[src/hw/rtl/ita_pkg.sv]
// ita_pkg: widths, opcodes, character codes and the digit-to-ASCII function
// shared by the integer to ASCII converter. Depends on nothing.
package ita_pkg;

  localparam int VALUE_WIDTH = 32;
  localparam int IN_VALUE_W  = 32;
  localparam int OPCODE_W    = 3;
  localparam int CHAR_W      = 8;
  localparam int IN_TDATA_W  = 40;
  localparam int OUT_TDATA_W = 8;

  // decimal digits of 2**VALUE_WIDTH-1 (log10(2) ~ 1233/4096)
  localparam int DEC_DIGITS  = ((VALUE_WIDTH * 1233) >> 12) + 1;
  localparam int HEX_DIGITS  = (VALUE_WIDTH + 3) / 4;
  localparam int NDIG        = (DEC_DIGITS > HEX_DIGITS) ? DEC_DIGITS : HEX_DIGITS;
  localparam int DIG_W       = NDIG * 4;
  localparam int HEX_W       = HEX_DIGITS * 4;
  localparam int CNT_W       = $clog2(NDIG + 1);
  localparam int BIT_W       = $clog2(VALUE_WIDTH);

  localparam logic [OPCODE_W-1:0] OP_SDEC = 3'd0;
  localparam logic [OPCODE_W-1:0] OP_UDEC = 3'd1;
  localparam logic [OPCODE_W-1:0] OP_HEXL = 3'd2;
  localparam logic [OPCODE_W-1:0] OP_HEXU = 3'd3;
  localparam logic [OPCODE_W-1:0] OP_PTR  = 3'd4;

  localparam logic [CHAR_W-1:0] CH_ZERO  = 8'h30;
  localparam logic [CHAR_W-1:0] CH_LOWA  = 8'h61;
  localparam logic [CHAR_W-1:0] CH_UPA   = 8'h41;
  localparam logic [CHAR_W-1:0] CH_MINUS = 8'h2d;
  localparam logic [CHAR_W-1:0] CH_X     = 8'h78;

  localparam logic [3:0] DEC_RADIX = 4'd10;

  function automatic logic [CHAR_W-1:0] digit_char(input logic [3:0] d, input logic upper);
    logic [CHAR_W-1:0] base_ch;
    begin
      base_ch = upper ? CH_UPA : CH_LOWA;
      if (d < DEC_RADIX) digit_char = CH_ZERO + CHAR_W'(d);
      else digit_char = base_ch + CHAR_W'(d - DEC_RADIX);
    end
  endfunction

endpackage

[src/hw/rtl/integer_to_ascii_converter.sv]
// integer_to_ascii_converter: turns one number and an opcode into ASCII text,
// one character per output item. Depends on ita_pkg.
//
// Usage
//   Input stream: in_tdata carries the value and the opcode (0 signed decimal,
//   1 unsigned decimal, 2 hex lower, 3 hex upper, 4 pointer "0x"+hex lower).
//   Opcodes 5 to 7 are taken and dropped without output.
//   Output stream: one ASCII character per item, most significant first,
//   tlast on the final character. Leading zeros are suppressed; zero gives '0'.
//   Steps: decimal items run a shift-add-3 converter, one value bit per cycle;
//   hex items load their nibbles when taken. Leading zero digits are then
//   dropped one per cycle, and characters leave one per cycle while the
//   receiver takes them.
//   A new item is taken once the last character sits in the output register.
//   Reset clears the controller and the output valid; no clearing pass.
//   When the receiver stalls, the output item holds and character output waits.
module integer_to_ascii_converter (
  input  logic                             clk,
  input  logic                             rst_n,
  input  logic                             in_tvalid,
  output logic                             in_tready,
  input  logic [ita_pkg::IN_TDATA_W-1:0]   in_tdata,   // [31:0] value, [34:32] opcode
  output logic                             out_tvalid,
  input  logic                             out_tready,
  output logic [ita_pkg::OUT_TDATA_W-1:0]  out_tdata,  // [7:0] character
  output logic                             out_tlast
);

  localparam logic [2:0] S_IDLE = 3'd0;
  localparam logic [2:0] S_CONV = 3'd1;
  localparam logic [2:0] S_SKIP = 3'd2;
  localparam logic [2:0] S_EMIT = 3'd3;

  localparam int VW    = ita_pkg::VALUE_WIDTH;
  localparam int DIG_W = ita_pkg::DIG_W;
  localparam int NDIG  = ita_pkg::NDIG;
  localparam int CNT_W = ita_pkg::CNT_W;
  localparam int BIT_W = ita_pkg::BIT_W;

  logic [2:0]                     state_r, state_nxt;
  logic [VW-1:0]                  bin_r, bin_nxt;
  logic [DIG_W-1:0]               dig_r, dig_nxt;
  logic [CNT_W-1:0]               cnt_r, cnt_nxt;
  logic [BIT_W-1:0]               bit_r, bit_nxt;
  logic [1:0]                     pre_r, pre_nxt;
  logic                           neg_r, neg_nxt;
  logic                           ptr_r, ptr_nxt;
  logic                           upper_r, upper_nxt;
  logic                           ovalid_r, ovalid_nxt;
  logic [ita_pkg::CHAR_W-1:0]     ochar_r, ochar_nxt;
  logic                           olast_r, olast_nxt;

  logic [VW-1:0]                  in_value;
  logic [ita_pkg::OPCODE_W-1:0]   in_opcode;
  logic                           accept;
  logic                           can_load;
  logic                           is_neg;
  logic [VW-1:0]                  magnitude;
  logic [ita_pkg::HEX_W-1:0]      hex_val;
  logic [DIG_W-1:0]               dig_adj;
  logic [3:0]                     top_nib;

  assign in_value  = VW'(in_tdata[ita_pkg::IN_VALUE_W-1:0]);
  assign in_opcode = in_tdata[ita_pkg::IN_VALUE_W +: ita_pkg::OPCODE_W];
  assign in_tready = (state_r == S_IDLE);
  assign accept    = in_tvalid && in_tready;
  assign can_load  = !ovalid_r || out_tready;
  assign is_neg    = (in_opcode == ita_pkg::OP_SDEC) && in_value[VW-1];
  assign magnitude = is_neg ? (~in_value + VW'(1)) : in_value;
  assign hex_val   = ita_pkg::HEX_W'(in_value);
  assign top_nib   = dig_r[DIG_W-1 -: 4];

  always_comb begin
    for (int i = 0; i < NDIG; i++) begin
      dig_adj[i*4 +: 4] = (dig_r[i*4 +: 4] >= 4'd5) ? (dig_r[i*4 +: 4] + 4'd3)
                                                    : dig_r[i*4 +: 4];
    end
  end

  always_comb begin
    state_nxt  = state_r;
    bin_nxt    = bin_r;
    dig_nxt    = dig_r;
    cnt_nxt    = cnt_r;
    bit_nxt    = bit_r;
    pre_nxt    = pre_r;
    neg_nxt    = neg_r;
    ptr_nxt    = ptr_r;
    upper_nxt  = upper_r;
    ovalid_nxt = ovalid_r && !out_tready;
    ochar_nxt  = ochar_r;
    olast_nxt  = olast_r;
    unique case (state_r)
      S_IDLE: begin
        if (accept) begin
          neg_nxt   = is_neg;
          ptr_nxt   = (in_opcode == ita_pkg::OP_PTR);
          upper_nxt = (in_opcode == ita_pkg::OP_HEXU);
          bin_nxt   = magnitude;
          bit_nxt   = BIT_W'(VW - 1);
          case (in_opcode)
            ita_pkg::OP_SDEC, ita_pkg::OP_UDEC: begin
              dig_nxt   = '0;
              cnt_nxt   = CNT_W'(ita_pkg::DEC_DIGITS);
              pre_nxt   = is_neg ? 2'd1 : 2'd0;
              state_nxt = S_CONV;
            end
            ita_pkg::OP_HEXL, ita_pkg::OP_HEXU, ita_pkg::OP_PTR: begin
              dig_nxt   = '0;
              dig_nxt[DIG_W-1 -: ita_pkg::HEX_W] = hex_val;
              cnt_nxt   = CNT_W'(ita_pkg::HEX_DIGITS);
              pre_nxt   = (in_opcode == ita_pkg::OP_PTR) ? 2'd2 : 2'd0;
              state_nxt = S_SKIP;
            end
            default: state_nxt = S_IDLE;
          endcase
        end
      end
      S_CONV: begin
        dig_nxt = {dig_adj[DIG_W-2:0], bin_r[VW-1]};
        bin_nxt = {bin_r[VW-2:0], 1'b0};
        bit_nxt = bit_r - BIT_W'(1);
        if (bit_r == '0) begin
          state_nxt = S_SKIP;
        end
      end
      S_SKIP: begin
        if (top_nib == 4'd0 && cnt_r > CNT_W'(1)) begin
          dig_nxt = {dig_r[DIG_W-5:0], 4'd0};
          cnt_nxt = cnt_r - CNT_W'(1);
        end else begin
          state_nxt = S_EMIT;
        end
      end
      S_EMIT: begin
        if (can_load) begin
          ovalid_nxt = 1'b1;
          if (pre_r != 2'd0) begin
            olast_nxt = 1'b0;
            pre_nxt   = pre_r - 2'd1;
            if (neg_r) ochar_nxt = ita_pkg::CH_MINUS;
            else if (pre_r == 2'd2) ochar_nxt = ita_pkg::CH_ZERO;
            else ochar_nxt = ita_pkg::CH_X;
          end else begin
            ochar_nxt = ita_pkg::digit_char(top_nib, upper_r);
            olast_nxt = (cnt_r == CNT_W'(1));
            dig_nxt   = {dig_r[DIG_W-5:0], 4'd0};
            cnt_nxt   = cnt_r - CNT_W'(1);
            if (cnt_r == CNT_W'(1)) state_nxt = S_IDLE;
          end
        end
      end
      default: state_nxt = S_IDLE;
    endcase
  end

  always_ff @(posedge clk) begin
    if (!rst_n) begin
      state_r  <= S_IDLE;
      ovalid_r <= 1'b0;
      pre_r    <= 2'd0;
      cnt_r    <= '0;
    end else begin
      state_r  <= state_nxt;
      ovalid_r <= ovalid_nxt;
      pre_r    <= pre_nxt;
      cnt_r    <= cnt_nxt;
    end
  end

  always_ff @(posedge clk) begin
    bin_r   <= bin_nxt;
    dig_r   <= dig_nxt;
    bit_r   <= bit_nxt;
    neg_r   <= neg_nxt;
    ptr_r   <= ptr_nxt;
    upper_r <= upper_nxt;
    ochar_r <= ochar_nxt;
    olast_r <= olast_nxt;
  end

  assign out_tvalid = ovalid_r;
  assign out_tdata  = ochar_r;
  assign out_tlast  = olast_r;

  a_emit_cnt: assert property (@(posedge clk) disable iff (!rst_n)
    (state_r == S_EMIT || state_r == S_SKIP) |-> cnt_r != '0)
    else $error("digit count empty while emitting");

  a_last_idle: assert property (@(posedge clk) disable iff (!rst_n)
    (state_r == S_EMIT && can_load && pre_r == 2'd0 && cnt_r == CNT_W'(1))
      |=> (state_r == S_IDLE && out_tlast && out_tvalid))
    else $error("final character not marked or controller not idle");

  a_pre_kind: assert property (@(posedge clk) disable iff (!rst_n)
    (state_r != S_IDLE && pre_r != 2'd0) |-> (neg_r || ptr_r))
    else $error("prefix pending without sign or pointer form");

  a_prefix_first: assert property (@(posedge clk) disable iff (!rst_n)
    (accept && (in_opcode == ita_pkg::OP_PTR)) |=> (pre_r == 2'd2 && state_r == S_SKIP))
    else $error("pointer prefix not armed");

  a_conv_len: assert property (@(posedge clk) disable iff (!rst_n)
    (state_r == S_CONV && bit_r == '0) |=> state_r == S_SKIP)
    else $error("conversion did not end after the last bit");

endmodule
[config.mk]
export PLATFORM = sky130hd
export DESIGN_NAME = integer_to_ascii_converter
export DESIGN_NICKNAME = d
export VERILOG_FILES = /design/src/hw/rtl/ita_pkg.sv /design/src/hw/rtl/integer_to_ascii_converter.sv
export SDC_FILE = /design/constraint.sdc
export NUM_CORES = 1
export LEC_CHECK = 0
export BUFFER_PORTS_ARGS = -buffer_cell sky130_fd_sc_hd__buf_2
export CAP_MARGIN = 40
export CORE_MARGIN = 2
export CORE_UTILIZATION = 45
export CTS_CLUSTER_SIZE = 20
export DETAILED_ROUTE_END_ITERATION = 12
export PLACE_DENSITY_LB_ADDON = 0.3
export REMOVE_ABC_BUFFERS = 1
export SYNTH_ARGS = -nofsm -noshare
export SYNTH_HDL_FRONTEND = slang
export SYNTH_SLANG_ARGS = --single-unit
[constraint.sdc]
create_clock -name clk -period 3.1 [get_ports clk]
set_input_delay 0.93 -clock clk [delete_from_list [all_inputs] [get_ports clk]]
set_output_delay 0.93 -clock clk [all_outputs]
set_load 0.02 [all_outputs]
* Word-level counts from Yosys, hierarchy flattened
Cells that the tools add are included.
** Storage, ports and cells
- Flip-flop bits (word level) :: 98
- Input bits :: 44
- Output and inout port bits :: 11
- Logic and storage cells :: 133
** Cells by class
- Add/subtract/negate cells :: 17
- $lt $le $gt $ge :: 12
- Eq/ne operators :: 18
- Mux-type cells :: 49
- Bitwise logic cells :: 1
- Reductions and logical operators :: 25
** Operators with widths (count)
- two-way mux 40 bit :: 4
- case mux 40 bit (4 select lines) :: 1
- case mux 40 bit (2 select lines) :: 1
- two-way mux 32 bit :: 2
- case mux 32 bit (2 select lines) :: 1
- two-way mux 4 bit :: 13
- >= comparator 4 x 3 -> 1 bit (second input constant) :: 10
- adder 4 x 2 -> 4 bit (second input constant) :: 9
- adder 32 x 1 -> 32 bit (second input constant) :: 1
- inverter 32 bit :: 1
- two-way mux 3 bit :: 7
- AND reduction 6 bit :: 3
- two-way mux 8 bit :: 2
- two-way mux 7 bit :: 2
- inequality test 2 bit (second input constant) :: 7
- equality test 3 x 2 -> 1 bit (second input constant) :: 4
- case mux 2 bit (2 select lines) :: 3
- case mux 3 bit (4 select lines) :: 1
- case mux 4 bit (3 select lines) :: 1
- case mux 5 bit (2 select lines) :: 1
- adder 7 x 8 -> 8 bit :: 1
- two-way mux 2 bit :: 4
- case mux 4 bit (2 select lines) :: 1
- adder 6 x 4 -> 7 bit (first input constant) :: 1
- 29 further kinds :: 41

* Logic depth before layout (Yosys ltp)
Gate-level depths: netlist of the first run.
- Depth after elaboration :: 6
- Gate-level depth with buffers :: 8
- Mapped depth without buffers :: 8

* Worst setup path before layout of the first run
Ideal clock, no wire load.
- Path kind :: input-to-reg
- Start point :: input port out_tready
- End point :: register dig_r[0], enable pin
- Library setup time :: 0.400 ns
- Arrival :: 2.538 ns
- Required time :: 2.700 ns
- Setup slack :: 0.162 ns
- Cell stages on the path :: 4
- Path buffers :: 0
- Cells stage by stage :: nand2b_1 nand2_1 a221oi_2 o21a_1
** Between the ends
- Cells in the longest elaborated chain, start to end :: 3
** Ends and longest elaborated chain
- start, declared :: line integer_to_ascii_converter.sv:24 : input logic out_tready,
- logical OR 1 bit :: line integer_to_ascii_converter.sv:67 : assign can_load = !ovalid_r || out_tready;
- inequality test 2 bit (no source line)
- AND reduction 6 bit (no source line)
- end signal, assigned :: line integer_to_ascii_converter.sv:173 : dig_r <= dig_nxt;
- end, declared :: line integer_to_ascii_converter.sv:42 : logic [DIG_W-1:0] dig_r, dig_nxt;
No other way between the ends.
A chain may end at the register's enable or synchronous reset.

* Final worst setup path of the first run
- Start point :: register state_r[1]
- End point :: register dig_r[16], enable pin
** Between the ends
- Cells in the longest elaborated chain, start to end :: 4
- Elaborated cells on any way between the ends :: 12
- Classes of those cells :: eq/ne (8); reduce/logical (4)
** Ends and longest elaborated chain
- start, declared :: line integer_to_ascii_converter.sv:40 : logic [2:0] state_r, state_nxt;
- start signal, assigned :: line integer_to_ascii_converter.sv:164 : state_r <= state_nxt;
- zero test 3 bit :: line integer_to_ascii_converter.sv:65, integer_to_ascii_converter.sv:93
- logical AND 1 bit :: line integer_to_ascii_converter.sv:66 : assign accept = in_tvalid && in_tready;
- inequality test 2 x 1 -> 1 bit (no source line)
- AND reduction 6 bit (no source line) (*)
Every way passes the cells marked *; elsewhere a longest branch is shown, timed or not.

==> results of run 1 <==
-- routing by layer --
metal  track usage, %  wire length, um
met5                0                0
met4             5.96              125
met3             3.89              619
met2             34.0             6990
met1             25.2             6270
-- final cells by class --
class | instances | area, sq um | area share (%)
Clock inverter | 3 | 17.5 | 0.247
Multi-Input combinational cell | 483 | 3210 | 45.4
Clock buffer | 13 | 293 | 4.14
Inverter | 44 | 165 | 2.33
Timing Repair Buffer | 62 | 343 | 4.84
Sequential cell | 97 | 2820 | 39.9
Tap cell | 180 | 225 | 3.18
-- flip-flops by register name (all words and copies together) (netlist names) --
register / cells
bin_r: 32
upper_r: 1
out_tlast: 1
out_tdata: 8
out_tvalid: 1
bit_r: 5
neg_r: 1
pre_r: 2
state_r: 2
cnt_r: 4
dig_r: 40
-- critical path, stage by stage, from the launching register on --
cell	delay, ps
dfxtp_1	430
inv_1	130
ha_1	290
inv_1	190
a21oi_1	90
a221oi_2	430
o21a_2	240
buf_4	320
-- logic make-up after synthesis --
kind of cell	after synthesis
AOI/OAI and AO/OA	188
xor gates and xnor gates	42
adders and majority gates	36
buffers and inverters	67
DFF	97
muxes	12
and+or+nand+nor	205
-- report_power, final --
group	leakage [nW]	total, mW	internal, mW	switching [mW]
Sequential	0.913	2.54	2.14	0.401
Clock	0.157	1.16	0.665	0.495
Combinational	1.52	2.48	0.976	1.50
Total	2.59	6.18	3.78	2.40
-- through the flow --
stage,power [mW],std cells,setup TNS (ps)
after floorplan,4.34,624,-37180
after global placement,4.91,866,0
after detailed placement,5.04,866,0
after CTS,6.23,882,0
after global routing,6.68,882,0
final,6.18,882,0
-- worst max path at each step --
stage                             from                endpoint  slack [ps]  cells after the start
2_1_floorplan  state_r[1]$_SDFFE_PN0P_  bin_r[0]$_SDFFCE_PP0P_        -930                      4
3_5_place_dp               in_tdata[2]     bin_r[15]$_DFFE_PP_         330                      6
4_1_cts            dig_r[36]$_DFFE_PP_     dig_r[16]$_DFFE_PP_         610                      6
6_report       state_r[1]$_SDFFE_PN0P_     dig_r[16]$_DFFE_PP_         630                      7
3_3_place_gp               in_tdata[2]     bin_r[15]$_DFFE_PP_         340                      6
5_1_grt            dig_r[37]$_DFFE_PP_     dig_r[16]$_DFFE_PP_         450                      6
-- synth_stat cells (all sizes together) (10+ instances only) --
library cell and instances:
nor2 52, inv 44, edfxtp 88, nor3b 11, nor2b 10, nand2 67, a21oi 50, xor2 19
a22oi 27, ha 36, nor3 13, clkbuf 21, xnor2 23, nand2b 12, o21ai 68
==> metrics.yaml, run 1 <==
clock_tree:
  hold_buffers: 0
  clock_path_buffers: 2
  post_cts_buffers: 0
  htree_levels: 3
  clock_sinks: 97
  numCtsBuffers: 9
  clock-root-buffer: "clkbuf_16"
  clkTransAtPathRegs_ps: 70
  post_cts_resized: 0
  clkLatencyLatePin_ps: 350
  cts_tree: "done"
critical_path:
  critPathKind: "reg -> reg"
  rrSetupSlack_ps: 630
  rr_worst_depth: 7
  end_kind: "flop"
  r2r-start: "state_r[1]$_SDFFE_PN0P_"
  required_ps: 3110
  crit_path_start_kind: "flop"
  rr_endpoint: "dig_r[16]$_DFFE_PP_"
  critPathArrivalTime_ps: 2480
  cp_max_fo: 24
global_routing:
  grt_pass1_vias: 4892
  grt_pass1_wl_mm: 23.3
  grt_max_degree: 41
  antenna_found_initial: 0
  grtUsageTotal_pct: 19.8
  grt_overflow: 0
timing:
  fin_ws_ps: 630
  fin_crit_ps: 2470
  worst_pin_slew_ps: 525
  finalCritPeriodShare_pct: 79.7
  fin_skew_ps: 6.81
  hold_ws_ps: 509
  slew_violations: 0
  slew_headroom_pct: 65.0
  max_freq_mhz: 405
  rsz0062_at_grt: "no"
  finalHoldViolations: 0
  setup_viol: 0
yosys:
  synth.top_cell.area_share_pct: 42.1
  synth_top_cell_by_area: "edfxtp_1"
  avgSynthCellArea_sq_um: 9.71
  synthAdderAreaFrac_pct: 7.17
  syn-cell-area_sq_um: 6280
  synth_edf_count: 88
  synthTopCellsByArea: "edfxtp_1, ha_1, o21ai_0"
  ys_async_sr_fraction_pct: 0
  synth_mux_area_share_pct: 2.01
  syn-instance-count: 647
  ys_seq_elements: 97
  synthSimpleGateAreaFrac_pct: 16.7
  synth_cell_types: 57
  ys_seq_area_share_pct: 44.9
  synth_xor_xnor_area_share_pct: 5.85
  yosys_warnings: 0
  synth-main-ff-cell: "edfxtp_1"
  synth_top_family_by_area: "compound AO/OA/AOI/OAI gates"
  synth_compound_area_share_pct: 19.3
die:
  rows: 43
  die_w_um: 122
  die-area_sq_um: 14900
  io_pins: 55
  start_util_pct: 45.6
  dieHeight_um: 122
  coreArea_sq_um: 13800
final_layout:
  area_delta_synth_final_pct: 12.7
  finalNetCount: 777
  num-fill-cells: 1299
  fin_area_sq_um: 7080
  final_common_cell: "edfxtp_1"
  drive_gt1_share_pct: 14.1
  final_cell_mix: "edfxtp_1, nand2_1, o21ai_0"
  final_util_pct: 51.4
  diodes: 0
place:
  io_buffers: 49
  placed_cell_area_sq_um: 6770
  pre_cts_slack_ps: 327
  gp_congestion: 0.849
  dp_hpwl_mm: 10.1
power:
  powerDensity_nw_per_um2: 874
  p_leak_nw: 2.59
  vdd_drop_max_v: 0.000611
hold_path:
  hold_class: "reg -> reg"
  holdPathEnd: "cnt_r[0]$_SDFFE_PN0P_"
  hp-start: "cnt_r[0]$_SDFFE_PN0P_"
  hold_path_depth: 2
routing:
  dr.pass1.iters: 5
  post_drt_via_cell_ratio: 5.71
  drc_errors: 0
  routedWlPerCell_um: 15.9
  dr_total_vias: 5035
  routed_wl_mm: 14.0
  first_iter_violations: 368
  final_antenna_net_count: 0
job:
  drv_cap: 0
run_status:
  status: "finished, final reports clean"
Power figures use the tool's default switching activity.
==> run 2: changes to the inputs <==
- ABC_AREA: not set -> 1
- clock period: 3.1 -> 2.2 ns (I/O delays scaled with it)
==> run 2 against run 1 <==
  * Critical path depth down 4
  * Total power grew 68%
  * Routed wire length grew 13%
  * Worst setup slack got worse by 480 ps
  * Largest power group is now combinational logic
  * Highest routed layer unchanged
==> metrics.yaml, run 2 <==
critical_path:
  critPathArrivalTime_ps: 1390
  critPathKind: "reg -> out"
  critical_path.top_delay_family: "flip-flops"
  slowest_delay_ps: 460
  crit_buf_inv: 2
  cpMaxStageDelayCell: "dfxtp_1"
  cp_max_fo: 7
  crit_path_start_kind: "flop"
  end_kind: "output port"
  required_ps: 1540
  crit_chain: "inv_1 -> ha_1 -> buf_2"
die:
  die_w_um: 125
  dieHeight_um: 125
  coreArea_sq_um: 14400
  rows: 44
  start_util_pct: 45.7
  die-area_sq_um: 15600
  io_pins: 55
final_layout:
  final_cell_mix: "nand2_1, inv_1, edfxtp_1"
  drive_gt1_share_pct: 15.6
  finalNetCount: 960
  top_register: "dig_r"
  num-fill-cells: 1343
  largest_reg_flops: 40
  area_delta_synth_final_pct: 16.7
  final_common_cell: "nand2_1"
  diodes: 0
clock_tree:
  numCtsBuffers: 9
  cts_tree: "done"
  clkLatencyLatePin_ps: 360
  clkTransAtPathRegs_ps: 70
  hold_buffers: 0
  clock_sinks: 97
  post_cts_buffers: 0
  clock_path_buffers: 2
  clock-root-buffer: "clkbuf_16"
  htree_levels: 3
yosys:
  synth_common_cells: "nand2_1, inv_1, edfxtp_1"
  yosys_warnings: 0
  synth-main-ff-cell: "edfxtp_1"
  syn-instance-count: 802
  avgSynthCellArea_sq_um: 8.19
  ys_seq_area_share_pct: 43.0
  synth_top_cell_by_area: "edfxtp_1"
  ys_seq_elements: 97
  syn-cell-area_sq_um: 6570
  synthTopCellsByArea: "edfxtp_1, nand2_1, ha_1"
  synth_cell_types: 42
  synth_edf_count: 88
  yosysMostFrequentCell: "nand2_1"
  synth.top_cell.area_share_pct: 40.3
  ys_async_sr_fraction_pct: 0
timing:
  fin_skew_ps: 8.01
  setup_viol: 0
  finalHoldViolations: 0
  worst_pin_slew_ps: 452
  hold_ws_ps: 501
  max_freq_mhz: 488
  rsz0062_at_grt: "no"
  slew_violations: 0
  finalCritPeriodShare_pct: 93.1
  fin_crit_ps: 2050
  slew_headroom_pct: 69.5
  fin_tns_setup_ps: 0
routing:
  dr.pass1.iters: 5
  drc_errors: 0
  first_iter_violations: 422
  final_antenna_net_count: 0
  routedWlPerCell_um: 14.8
  dr_total_vias: 5783
  post_drt_via_cell_ratio: 5.41
  routed_wl_mm: 15.8
job:
  drv_cap: 0
global_routing:
  grt_overflow: 0
  grtUsageTotal_pct: 20.9
  grt_max_degree: 47
  grt_pass1_vias: 5523
  grt_pass1_wl_mm: 26.2
  antenna_found_initial: 0
power:
  vdd_drop_max_v: 0.000726
  powerDensity_nw_per_um2: 1350
  p_leak_nw: 3.32
hold_path:
  hold_class: "reg -> reg"
place:
  gp_congestion: 0.909
  dp_hpwl_mm: 11.7
  io_buffers: 49
run_status:
  status: "finished, final reports clean"
run 2: path summary, 6_finish.rpt:
check | startpoint | to | slack, ps | depth (start not counted)
worst min-delay path | out_tvalid$_SDFF_PN0_ | out_tvalid$_SDFF_PN0_ | 500 | 2
worst max-delay path | state_r[1]$_SDFFE_PN0P_ | in_tready | 150 | 3
worst max register to register | cnt_r[0]$_SDFFE_PN0P_ | dig_r[11]$_DFFE_PP_ | 180 | 9
worst min register to register | out_tvalid$_SDFF_PN0_ | out_tvalid$_SDFF_PN0_ | 500 | 2
run 2: through the flow:
stage / power [mW] / cells / utilization [%] / worst slack (ps) / area (sq um)
final: 10.4 / 1069 / 53.3 / 152 / 7660
after global routing: 11.2 / 1069 / 53.3 / 34.8 / 7660
after CTS: 10.4 / 1069 / 53.3 / 27.6 / 7660
after detailed placement: 8.44 / 1053 / 50.8 / -22.3 / 7290
after global placement: 8.33 / 1053 / 50.8 / -23.2 / 7290
after floorplan: 6.03 / 781 / - / -3400 / 6440
run 2: power breakdown:
| group | switching (mW) | internal (mW) | leakage [nW] |
|---|---|---|---|
| Sequential | 0.491 | 3.20 | 0.907 |
| Combinational | 2.96 | 1.77 | 2.24 |
| Clock | 0.719 | 1.23 | 0.177 |
run 2: cell families (layout without fill, tap and decap cells):
group	Yosys count	count (layout)	synth area share, %
AOI/OAI and AO/OA	172	172	16.2
xor gates and xnor gates	13	13	1.73
adders and majority gates	36	36	6.86
buffers and inverters	132	215	8.19
DFF	97	97	43.0
and+or+nand+nor	352	352	24.1
run 2: what timing repair did:
action                                  CTS  global route
endpoints found under the setup margin    0            39
hold endpoints to repair                  0             0
resized for setup                         0             2
run 2: worst reg2reg max path, stage by stage, from the launching register on:
cell and delay (ps):
dfxtp_2 350, inv_1 80, ha_1 230, o21ai_1 170, nand3_1 150, nand2_1 130, o21ai_0 100, nor4_2 140
buf_4 190, buf_12 170
run 2: layout make-up:
| class | instances | area [sq um] | share of cell area (%) |
|---|---|---|---|
| inverter | 111 | 417 | 5.44 |
| clock inverter | 6 | 138 | 1.80 |
| multi-input combinational | 573 | 3210 | 41.9 |
| clock buffer | 10 | 229 | 2.99 |
| timing repair buffer | 88 | 613 | 8.00 |
| sequential | 97 | 2820 | 36.9 |
| tap | 184 | 230 | 3.01 |
run 2: metal layers:
metal	global-route usage (%)	routed length, um
met5	0	0
met1	28.1	7590
met2	33.4	7070
met3	3.22	717
met4	9.12	408
